`config.mk`:
```
export PLATFORM = sky130hd
export DESIGN_NAME = lphc_ctrl
export DESIGN_NICKNAME = d
export VERILOG_FILES = /design/src/hdl/lphc_pkg.sv /design/src/hdl/lphc_ctrl.sv
export SDC_FILE = /design/constraint.sdc
export NUM_CORES = 1
export LEC_CHECK = 0
export BUFFER_PORTS_ARGS = -buffer_cell sky130_fd_sc_hd__buf_2
export CORE_AREA = 4 4 41 43
export DETAILED_ROUTE_END_ITERATION = 10
export DIE_AREA = 0 0 45 47
export SLEW_MARGIN = 20
export SYNTH_ARGS = -nofsm -noshare
export SYNTH_HDL_FRONTEND = slang
export SYNTH_SLANG_ARGS = --single-unit
export TNS_END_PERCENT = 20
```
`constraint.sdc`:
```
create_clock -name clock -period 1.69 [get_ports clock]
set_input_delay 0.338 -clock clock [delete_from_list [all_inputs] [get_ports clock]]
set_output_delay 0.338 -clock clock [all_outputs]
set_load 0.05 [all_outputs]
```
`src/hdl/lphc_pkg.sv`:
```
`default_nettype none

package lphc_pkg;

   localparam int TABLE_DEPTH = 1024;
   localparam int SLOT_W      = $clog2(TABLE_DEPTH);
   localparam int CAP_W       = 11;
   localparam int KEY_W       = 64;
   localparam int COUNT_W     = 32;
   localparam int FUNC_W      = 2;
   localparam int STATUS_W    = 2;

   localparam logic [CAP_W-1:0] CAP_RESET = CAP_W'(TABLE_DEPTH);
   localparam logic [KEY_W-1:0] EMPTY_KEY = '1;

   // remainder unit: key bits consumed per cycle
   localparam int DIV_BITS   = 4;
   localparam int DIV_STEPS  = KEY_W / DIV_BITS;
   localparam int DIV_CNT_W  = $clog2(DIV_STEPS);

   localparam logic [FUNC_W-1:0] FUNC_INSERT = 2'd0;
   localparam logic [FUNC_W-1:0] FUNC_COUNT  = 2'd1;
   localparam logic [FUNC_W-1:0] FUNC_GET    = 2'd2;
   localparam logic [FUNC_W-1:0] FUNC_NOP    = 2'd3;

   localparam logic [STATUS_W-1:0] STATUS_DONE   = 2'd0;
   localparam logic [STATUS_W-1:0] STATUS_ABSENT = 2'd1;
   localparam logic [STATUS_W-1:0] STATUS_FULL   = 2'd2;

   typedef struct packed {
      logic [FUNC_W-1:0] func;
      logic [KEY_W-1:0]  key;
      logic              batch_last;
   } req_type;

   typedef struct packed {
      logic [COUNT_W-1:0]  count_value;
      logic [STATUS_W-1:0] status;
      logic                last_of_batch;
   } rsp_type;

   typedef enum logic [2:0] {
      ST_CLEAR,
      ST_IDLE,
      ST_DIVIDE,
      ST_READ,
      ST_CHECK,
      ST_FINISH
   } state_type;

   typedef struct packed {
      logic clear_en;
      logic accept;
      logic mod_start;
      logic probe_start;
      logic rd_en;
      logic step;
      logic commit;
      logic miss;
      logic rsp_load;
   } cmd_type;

   typedef struct packed {
      logic clear_last;
      logic req_skip;
      logic mod_done;
      logic key_hit;
      logic key_empty;
      logic is_insert;
      logic last_probe;
      logic rsp_free;
   } stat_type;

endpackage

`default_nettype wire

```
`src/hdl/lphc_ctrl.sv`:
```
`default_nettype none

module lphc_ctrl (
   input  wire logic                 clock,
   input  wire logic                 reset,
   input  wire logic                 req_valid,
   output logic                      req_ready,
   input  wire lphc_pkg::stat_type   stat,
   output lphc_pkg::cmd_type         cmd
);

   lphc_pkg::state_type state_ff, state_in;

   always_comb begin
      state_in = state_ff;
      case (state_ff)
         lphc_pkg::ST_CLEAR: begin
            if (stat.clear_last) begin
               state_in = lphc_pkg::ST_IDLE;
            end
         end
         lphc_pkg::ST_IDLE: begin
            if (req_valid) begin
               state_in = stat.req_skip ? lphc_pkg::ST_FINISH : lphc_pkg::ST_DIVIDE;
            end
         end
         lphc_pkg::ST_DIVIDE: begin
            if (stat.mod_done) begin
               state_in = lphc_pkg::ST_READ;
            end
         end
         lphc_pkg::ST_READ: begin
            state_in = lphc_pkg::ST_CHECK;
         end
         lphc_pkg::ST_CHECK: begin
            if (stat.key_hit || stat.key_empty || stat.last_probe) begin
               state_in = lphc_pkg::ST_FINISH;
            end else begin
               state_in = lphc_pkg::ST_READ;
            end
         end
         lphc_pkg::ST_FINISH: begin
            if (stat.rsp_free) begin
               state_in = lphc_pkg::ST_IDLE;
            end
         end
         default: begin
            state_in = lphc_pkg::ST_IDLE;
         end
      endcase
   end

   always_comb begin
      cmd       = '0;
      req_ready = 1'b0;
      case (state_ff)
         lphc_pkg::ST_CLEAR: begin
            cmd.clear_en = 1'b1;
         end
         lphc_pkg::ST_IDLE: begin
            req_ready = 1'b1;
            if (req_valid) begin
               cmd.accept    = 1'b1;
               cmd.mod_start = !stat.req_skip;
            end
         end
         lphc_pkg::ST_DIVIDE: begin
            cmd.probe_start = stat.mod_done;
         end
         lphc_pkg::ST_READ: begin
            cmd.rd_en = 1'b1;
         end
         lphc_pkg::ST_CHECK: begin
            if (stat.key_hit || (stat.key_empty && stat.is_insert)) begin
               cmd.commit = 1'b1;
            end else if (stat.key_empty || stat.last_probe) begin
               cmd.miss = 1'b1;
            end else begin
               cmd.step = 1'b1;
            end
         end
         lphc_pkg::ST_FINISH: begin
            cmd.rsp_load = stat.rsp_free;
         end
         default: begin
            cmd = '0;
         end
      endcase
   end

   always_ff @(posedge clock) begin
      if (reset) begin
         state_ff <= lphc_pkg::ST_CLEAR;
      end else begin
         state_ff <= state_in;
      end
   end

endmodule

`default_nettype wire

```
-- After elaboration in Yosys (flattened, before gate mapping)
Index checks and enable logic that the tools add are counted.
- bits in registers: 3
- output and inout bits: 10
- equal/unequal tests: 9
- multiplexer cells: 20
- reduce and logical (&&, ||, !) cells: 8
- operators with widths (cell ; count):
    two-way mux 3 bit ; 7
    case mux 3 bit (6 select lines) ; 1
    two-way mux 1 bit ; 10
    inequality test 2 bit, second input constant ; 4
    equality test 3 x 2 -> 1 bit, second input constant ; 2
    equality test 3 bit, second input constant ; 2
    logical OR 1 bit ; 4
    two-way mux 2 bit ; 2
    AND reduction 4 bit ; 1
    equality test 3 x 1 -> 1 bit, second input constant ; 1
    logical NOT 3 bit ; 1
    logical AND 1 bit ; 1
    logical NOT 1 bit ; 1

-- Logic depth before layout (Yosys ltp)
Gate-level depths: netlist of run 1.
- word-level depth: 4
- depth in mapped cells: 4
- gate-level depth less buffers: 3

-- Worst setup path before layout of run 1
Ideal clock, no wire load.
- path type: register to output
- start: reg state_ff[1]
- end: out cmd[6] in the netlist's numbering
- arrival time: 2.299 ns
- data required time: 1.352 ns
- path slack: -0.947 ns
- stages on the path, launching flop included: 5
- buffers on the path: 1
- path through: dfxtp_1 buf_4 nor3b_4 and2_1 nor2b_1
- RTL lines (element ; RTL line ; text):
    start, declared ; lphc_ctrl.sv:12 ; lphc_pkg::state_type state_ff, state_in;
    start signal, assigned ; lphc_ctrl.sv:93 ; state_ff <= lphc_pkg::ST_CLEAR;
    start signal, assigned ; lphc_ctrl.sv:95 ; state_ff <= state_in;
    end, declared ; lphc_ctrl.sv:9 ; output lphc_pkg::cmd_type cmd

==> metrics.md, run 1 <==
| Metric | Value |
|---|---|
| Post-Route WL | 864 µm |
| Synth cell types | 25 |
| Top cell type by total area after synthesis | dfxtp_1 |
| Die area | 2120 µm² |
| Syn_nets | 49 |
| Max-slew violations | 0 |
| DRC viols | 0 |
| P&R area growth vs syn | 66.8% |
| Top routing layer in use | met3 |
| RSZ-0062 raised after global routing | true |
| CTS root buf | clkbuf_4 |
| Antenna Cells | 0 |
| Post-DRT Antenna Nets | 0 |
| Min-Delay Path Class | in -> reg |
| Placer Congestion | 0.691 |
| Cell Chain, Critical Path | or3b_4 > nor3_4 > buf_6 |
| Core footprint | 1300 µm² |
| Largest net degree at the start of global routing | 12 |
| Max Fclk | 582 MHz |
| Seq/Total Area, Yosys | 19.2% |
| Setup ws final | -0.0277 ns |
| Max-slew headroom | 83.4% |
| Worst-path clk slew | 0.04 ns |
| Starting density of the core | 24.0% |
| RR Endpoint | state_ff[2] |
| Vias | 364 |
| CP endpoint kind | output pin |
| Largest stage delay on the critical path | 0.43 ns |
| WHS Endpoint | state_ff[0] |
| Total gr overflow | 0 |
| CTS sink count | 3 |
| Crit-path max FO | 5 |
| Post-DR vias/cell | 4.73 |
| Min-delay src | reset |
| CP top delay family | simple AND/OR/NAND/NOR gates |
| Clk_lat worst skew | 0.23 ns |
| Power Density | 632 nW/µm² |
| Io pins | 21 |
| WL met1 | 396 µm |
| Die width | 45 µm |
| CP max-delay cell | or3b_4 |
| Skew final | 0.00415 ns |
| Min Tclk post-route | 1.72 ns |
| Worst Path Buf+Inv | 1 |
| Least-Margin Pin Slew | 0.242 ns |
| Final hold vios | 0 |
| Buffers on Ports | 20 |
| Seq. cell area | 68.8 µm² |
| Hold path cells | 2 |
| Final Power | 0.330 mW |
| R2R setup slack | 0.40 ns |
| CTS H-tree lvls | 1 |
| WL/cell | 11.2 µm |
| Most flop-heavy register | state_ff |
| DRC marker count from the first detailed-route iteration | 2 |
| Number of global-route vias before repair | 375 |
| Total GRT Usage | 9.16% |
| VDD IR max | 0.375 mV |
| Clock Path Buffers | 2 |
| Final hold slack | 0.272 ns |
| TritonCTS buffer count | 3 |
| Largest regs | state_ff: 3 flops |
| Setup violations, final | 1 |
| CP Launch Type | flip-flop |
| Hold bufs inserted after CTS | 0 |
| First-pass GRT wire length | 1.46 mm |
| Failing checks | setup timing |
| CTS tree | built |
| Routed length on met2 | 376 µm |
| Site Rows | 13 |
| Ys Warns | 0 |
| Mapped Area | 313 µm² |
| Post-Syn Instances | 38 |
| Max-cap violations | 0 |
| Tcrit/Tclk final | 102% |
| Status | finished with violations |
| Met3 Routed Length | 91 µm |
| Largest cells by area after synthesis | dfxtp_1, a21oi_1, mux2i_1 |
| Share of the synthesized area in the top cell type | 19.2% |
| Cell depth of the worst flop-to-flop path | 4 |
| Multi-input logic area | 249 µm² |
| Arrival time at the worst endpoint | 1.38 ns |
| Critical path type | reg -> out |
| FF-to-FF Start | state_ff[2] |
| Vert. Die Dim | 47 µm |
| Drt pass-1 iters | 3 |
| Nets | 74 |
| Hpwl dp | 658 µm |
| Worst Path Required | 1.35 ns |
| Filler Cells Inserted | 137 |
| Syn Area/Cell | 8.23 µm² |
| Layout cell share with drive strength beyond 1 | 59.7% |
| Yosys reg bits | 3 |
| Max reg flops | 3 |
| Pleak | 0.253 nW |
| Initial antenna violation count | 0 |
## final cells by class
class,instances,share of cell area (%)
Multi-Input combinational cell,30,47.7
Timing Repair Buffer,23,29.0
Sequential cell,3,13.2
Clock buffer,4,5.04
Tap cell,15,3.60
Inverter,2,1.44
## synth_stat cells
master / number
buf_4: 1
or2_2: 1
and3b_1: 1
and3_1: 1
nand2b_1: 1
o311a_1: 1
buf_2: 1
or3b_4: 1
nor4bb_1: 1
nor3b_4: 1
nor2_1: 1
nor2b_1: 3
inv_1: 2
o21ai_0: 1
and2_1: 1
a21oi_1: 5
mux2i_1: 2
nor2b_4: 1
nor3b_1: 2
dfxtp_1: 3
o22ai_1: 1
o21a_1: 1
nor3_1: 3
nand3b_1: 1
buf_6: 1
## worst max path at each step
stage / from / to / slack (ns) / cells past startpoint
2_1_floorplan: state_ff[2] / cmd[6] / -0.32 / 4
6_report: state_ff[2] / cmd[1] / -0.03 / 3
3_5_place_dp: state_ff[2] / cmd[1] / 0.07 / 3
3_3_place_gp: state_ff[2] / cmd[1] / 0.09 / 3
5_1_grt: state_ff[2] / cmd[1] / -0.09 / 3
4_1_cts: state_ff[2] / cmd[1] / -0.05 / 3
## power breakdown
part	total, mW	switching [mW]	internal, mW
sequential	0.0856	0.0101	0.0755
clock	0.122	0.0342	0.0883
combinational	0.122	0.0728	0.0490
## layout by cell type, fill, tap and decap left out, drive strengths merged, types with 2 or more instances in the layout
cell type and n:
inv 2, a21oi 5, clkbuf 4, buf 23, nor3b 3, dfxtp 3, nor3 3, mux2i 2
nor2b 4
## routing by layer
metal  track usage [%]  up-vias
met4                 0        0
met5                 0        -
met1              11.1      164
met3              4.21        0
li1                  -      184
met2              15.8       16
## what timing repair did
item,4_1_cts,5_1_grt
endpoints found under the setup margin,4,4
setup buffers,1,0
endpoints found under the hold margin,0,0
gates resized for setup,10,4
pin swaps,1,0
## per-stage QoR
stage	instance area [µm²]	std cells	TNS [ns]	utilization (%)	worst slack, ns
5_1_grt	522	77	-0.242	40.1	-0.0942
2_1_floorplan	345	38	-0.701	-	-0.319
4_1_cts	504	77	-0.0490	38.8	-0.0463
6_report	522	77	-0.0277	40.1	-0.0277
3_5_place_dp	445	72	0	34.2	0.0657
3_3_place_gp	445	72	0	34.2	0.0885
## logic make-up after synthesis
kind of cell	count (synthesis)	share of synthesized area, %
AND/OR/NAND/NOR	19	47.2
AO/OA/AOI/OAI	9	17.2
buffers and inverters	5	10.0
flip-flops	3	19.2
multiplexers	2	6.40
Power figures use the tool's default switching activity.
==> run 2: changes to the inputs <==
==> constraint.sdc (replaced) <==
create_clock -name clock -period 1.5 [get_ports clock]
set_input_delay 0.3 -clock clock [delete_from_list [all_inputs] [get_ports clock]]
set_output_delay 0.3 -clock clock [all_outputs]
set_load 0.05 [all_outputs]
==> run 2 against run 1 <==
Net effect:
- the flow still finishes with violations (setup timing)
- combinational power increased by 41%
- clock power rose by 21%
- wire length is 16% higher
- clock-buffer cell count did not move
- sequential power grew 6.5%
- global-route usage up 1.4 points
- critical path depth stayed put
- register-to-register slack got worse by 0.16 ns
- power increased by 25%
==> metrics.md, run 2 (synthesis results as in run 1) <==
| Metric | Value |
|---|---|
| Status | finished with violations |
| Failing checks | setup timing |
| Max-slew violations | 0 |
| Total gr overflow | 0 |
| Power Density | 668 nW/µm² |
| Clock Path Buffers | 2 |
| Most frequent cells in the layout | buf_2, buf_6, a21oi_1 |
| Post-place setup slack | -0.0214 ns |
| DRC marker count from the first detailed-route iteration | 1 |
| Nets | 78 |
| Pleak | 0.287 nW |
| DRC viols | 0 |
| CTS H-tree lvls | 1 |
| Final hold vios | 0 |
| Clk_lat worst skew | 0.24 ns |
| TritonCTS buffer count | 3 |
| Buffers on Ports | 20 |
| Die area | 2120 µm² |
| Critical path type | reg -> out |
| Hold bufs inserted after CTS | 0 |
| Max reg flops | 3 |
| Vias | 382 |
| Most flop-heavy register | state_ff |
| Worst Path Required | 1.20 ns |
| Min-Delay Path Class | in -> reg |
| Drt pass-1 iters | 2 |
| Hold path cells | 2 |
| Least-Margin Pin Slew | 0.248 ns |
| Leading cell type in the layout, fill and taps excluded | buf_2 |
| Core footprint | 1300 µm² |
| Post-DR vias/cell | 4.72 |
| Vert. Die Dim | 47 µm |
| WL/cell | 12.3 µm |
| CTS tree | built |
| Total GRT Usage | 10.6% |
| Skew final | 0.00977 ns |
| Setup ws final | -0.160 ns |
| Cell Chain, Critical Path | or3b_4 > nor3_4 > buf_6 |
| Dpl cell area | 473 µm² |
| Crit-path max FO | 4 |
| Max Fclk | 602 MHz |
| Placer Congestion | 0.779 |
| Largest regs | state_ff: 3 flops |
| Tcrit/Tclk final | 111% |
| Site Rows | 13 |
| Multi-input logic area | 260 µm² |
| Post-DRT Antenna Nets | 0 |
| Layout Utilization | 47.4% |
| Largest net degree at the start of global routing | 11 |
| CTS sink count | 3 |
| Largest stage delay on the critical path | 0.44 ns |
| Hpwl dp | 730 µm |
| Setup violations, final | 8 |
| Min Tclk post-route | 1.66 ns |
| Antenna Cells | 0 |
| First-pass GRT wire length | 1.58 mm |
| Arrival time at the worst endpoint | 1.36 ns |
| Final setup TNS | -0.850 ns |
| Design Area, Final | 617 µm² |
| CP max-delay cell | or3b_4 |
| RSZ-0062 raised after global routing | true |
| Max-slew headroom | 83.0% |
| Final hold slack | 0.213 ns |
| VDD IR max | 0.394 mV |
| Layout cell share with drive strength beyond 1 | 63.6% |
| Starting density of the core | 24.0% |
| P&R area growth vs syn | 97.2% |
| Worst-path clk slew | 0.04 ns |
| Seq. cell area | 63.8 µm² |
| Cell depth of the worst flop-to-flop path | 4 |
| Filler Cells Inserted | 136 |
| CP endpoint kind | output pin |
| Io pins | 21 |
| Die width | 45 µm |
| CTS root buf | clkbuf_4 |
| Number of global-route vias before repair | 367 |
| Max-cap violations | 0 |
| Initial antenna violation count | 0 |
| Post-Route WL | 999 µm |
| CP Launch Type | flip-flop |
-- run 2: cell count changes in the layout (fill, tap and decap cells not counted) --
cell	before	now
buf_8	1	3
buf_4	3	4
buf_12	0	1
dfxtp_4	2	0
nor4bb_2	1	0
buf_6	3	8
dfxtp_2	1	3
buf_2	16	11
nor4bb_4	0	1
nor2b_2	0	1
nor2b_1	2	1
-- run 2: area by class of cell --
class,count,share of cell area [%]
multi-input cells,30,42.2
repair buffers,27,38.9
flip-flops and latches,3,10.3
clock buffers,4,4.26
well taps,15,3.04
inverters,2,1.22
-- run 2: worst paths after layout --
kind	start	end	slack, ns
max	state_ff[1]	cmd[1]	-0.16
max reg2reg	state_ff[1]	state_ff[1]	0.24
min	reset	state_ff[0]	0.21
min reg2reg	state_ff[0]	state_ff[0]	0.69
-- run 2: critical path, delay by kind of cell (launching register included) --
kind          cells  cell delay, ns
buf+inv           1            0.18
flops             1            0.32
simple gates      2            0.62
-- run 2: per-stage QoR --
step | instances | total power, mW
final | 81 | 0.412
after detailed placement | 74 | 0.236
after global routing | 81 | 0.437
after floorplan | 38 | 0.197
after global placement | 74 | 0.235
after CTS | 79 | 0.410
-- run 2: metal layers --
layer | track usage [%] | vias up | wire length [µm]
met5 | 0 | - | 0
met4 | 8.77 | 0 | 25
met3 | 2.68 | 2 | 103
met2 | 16.4 | 18 | 486
met1 | 12.2 | 171 | 383
li1 | - | 191 | -
-- run 2: power by group --
part / switching (mW) / leakage [nW] / internal (mW)
clock: 0.0481 / 0.0150 / 0.100
combinational: 0.0952 / 0.246 / 0.0773
sequential: 0.00518 / 0.0258 / 0.0861
total: 0.148 / 0.287 / 0.264
-- run 2: repair_timing --
action | 4_1_cts | 5_1_grt
endpoints found under the setup margin | 10 | 10
resized for setup | 21 | 7
pin swaps | 3 | 3
buffers inserted | 1 | 2
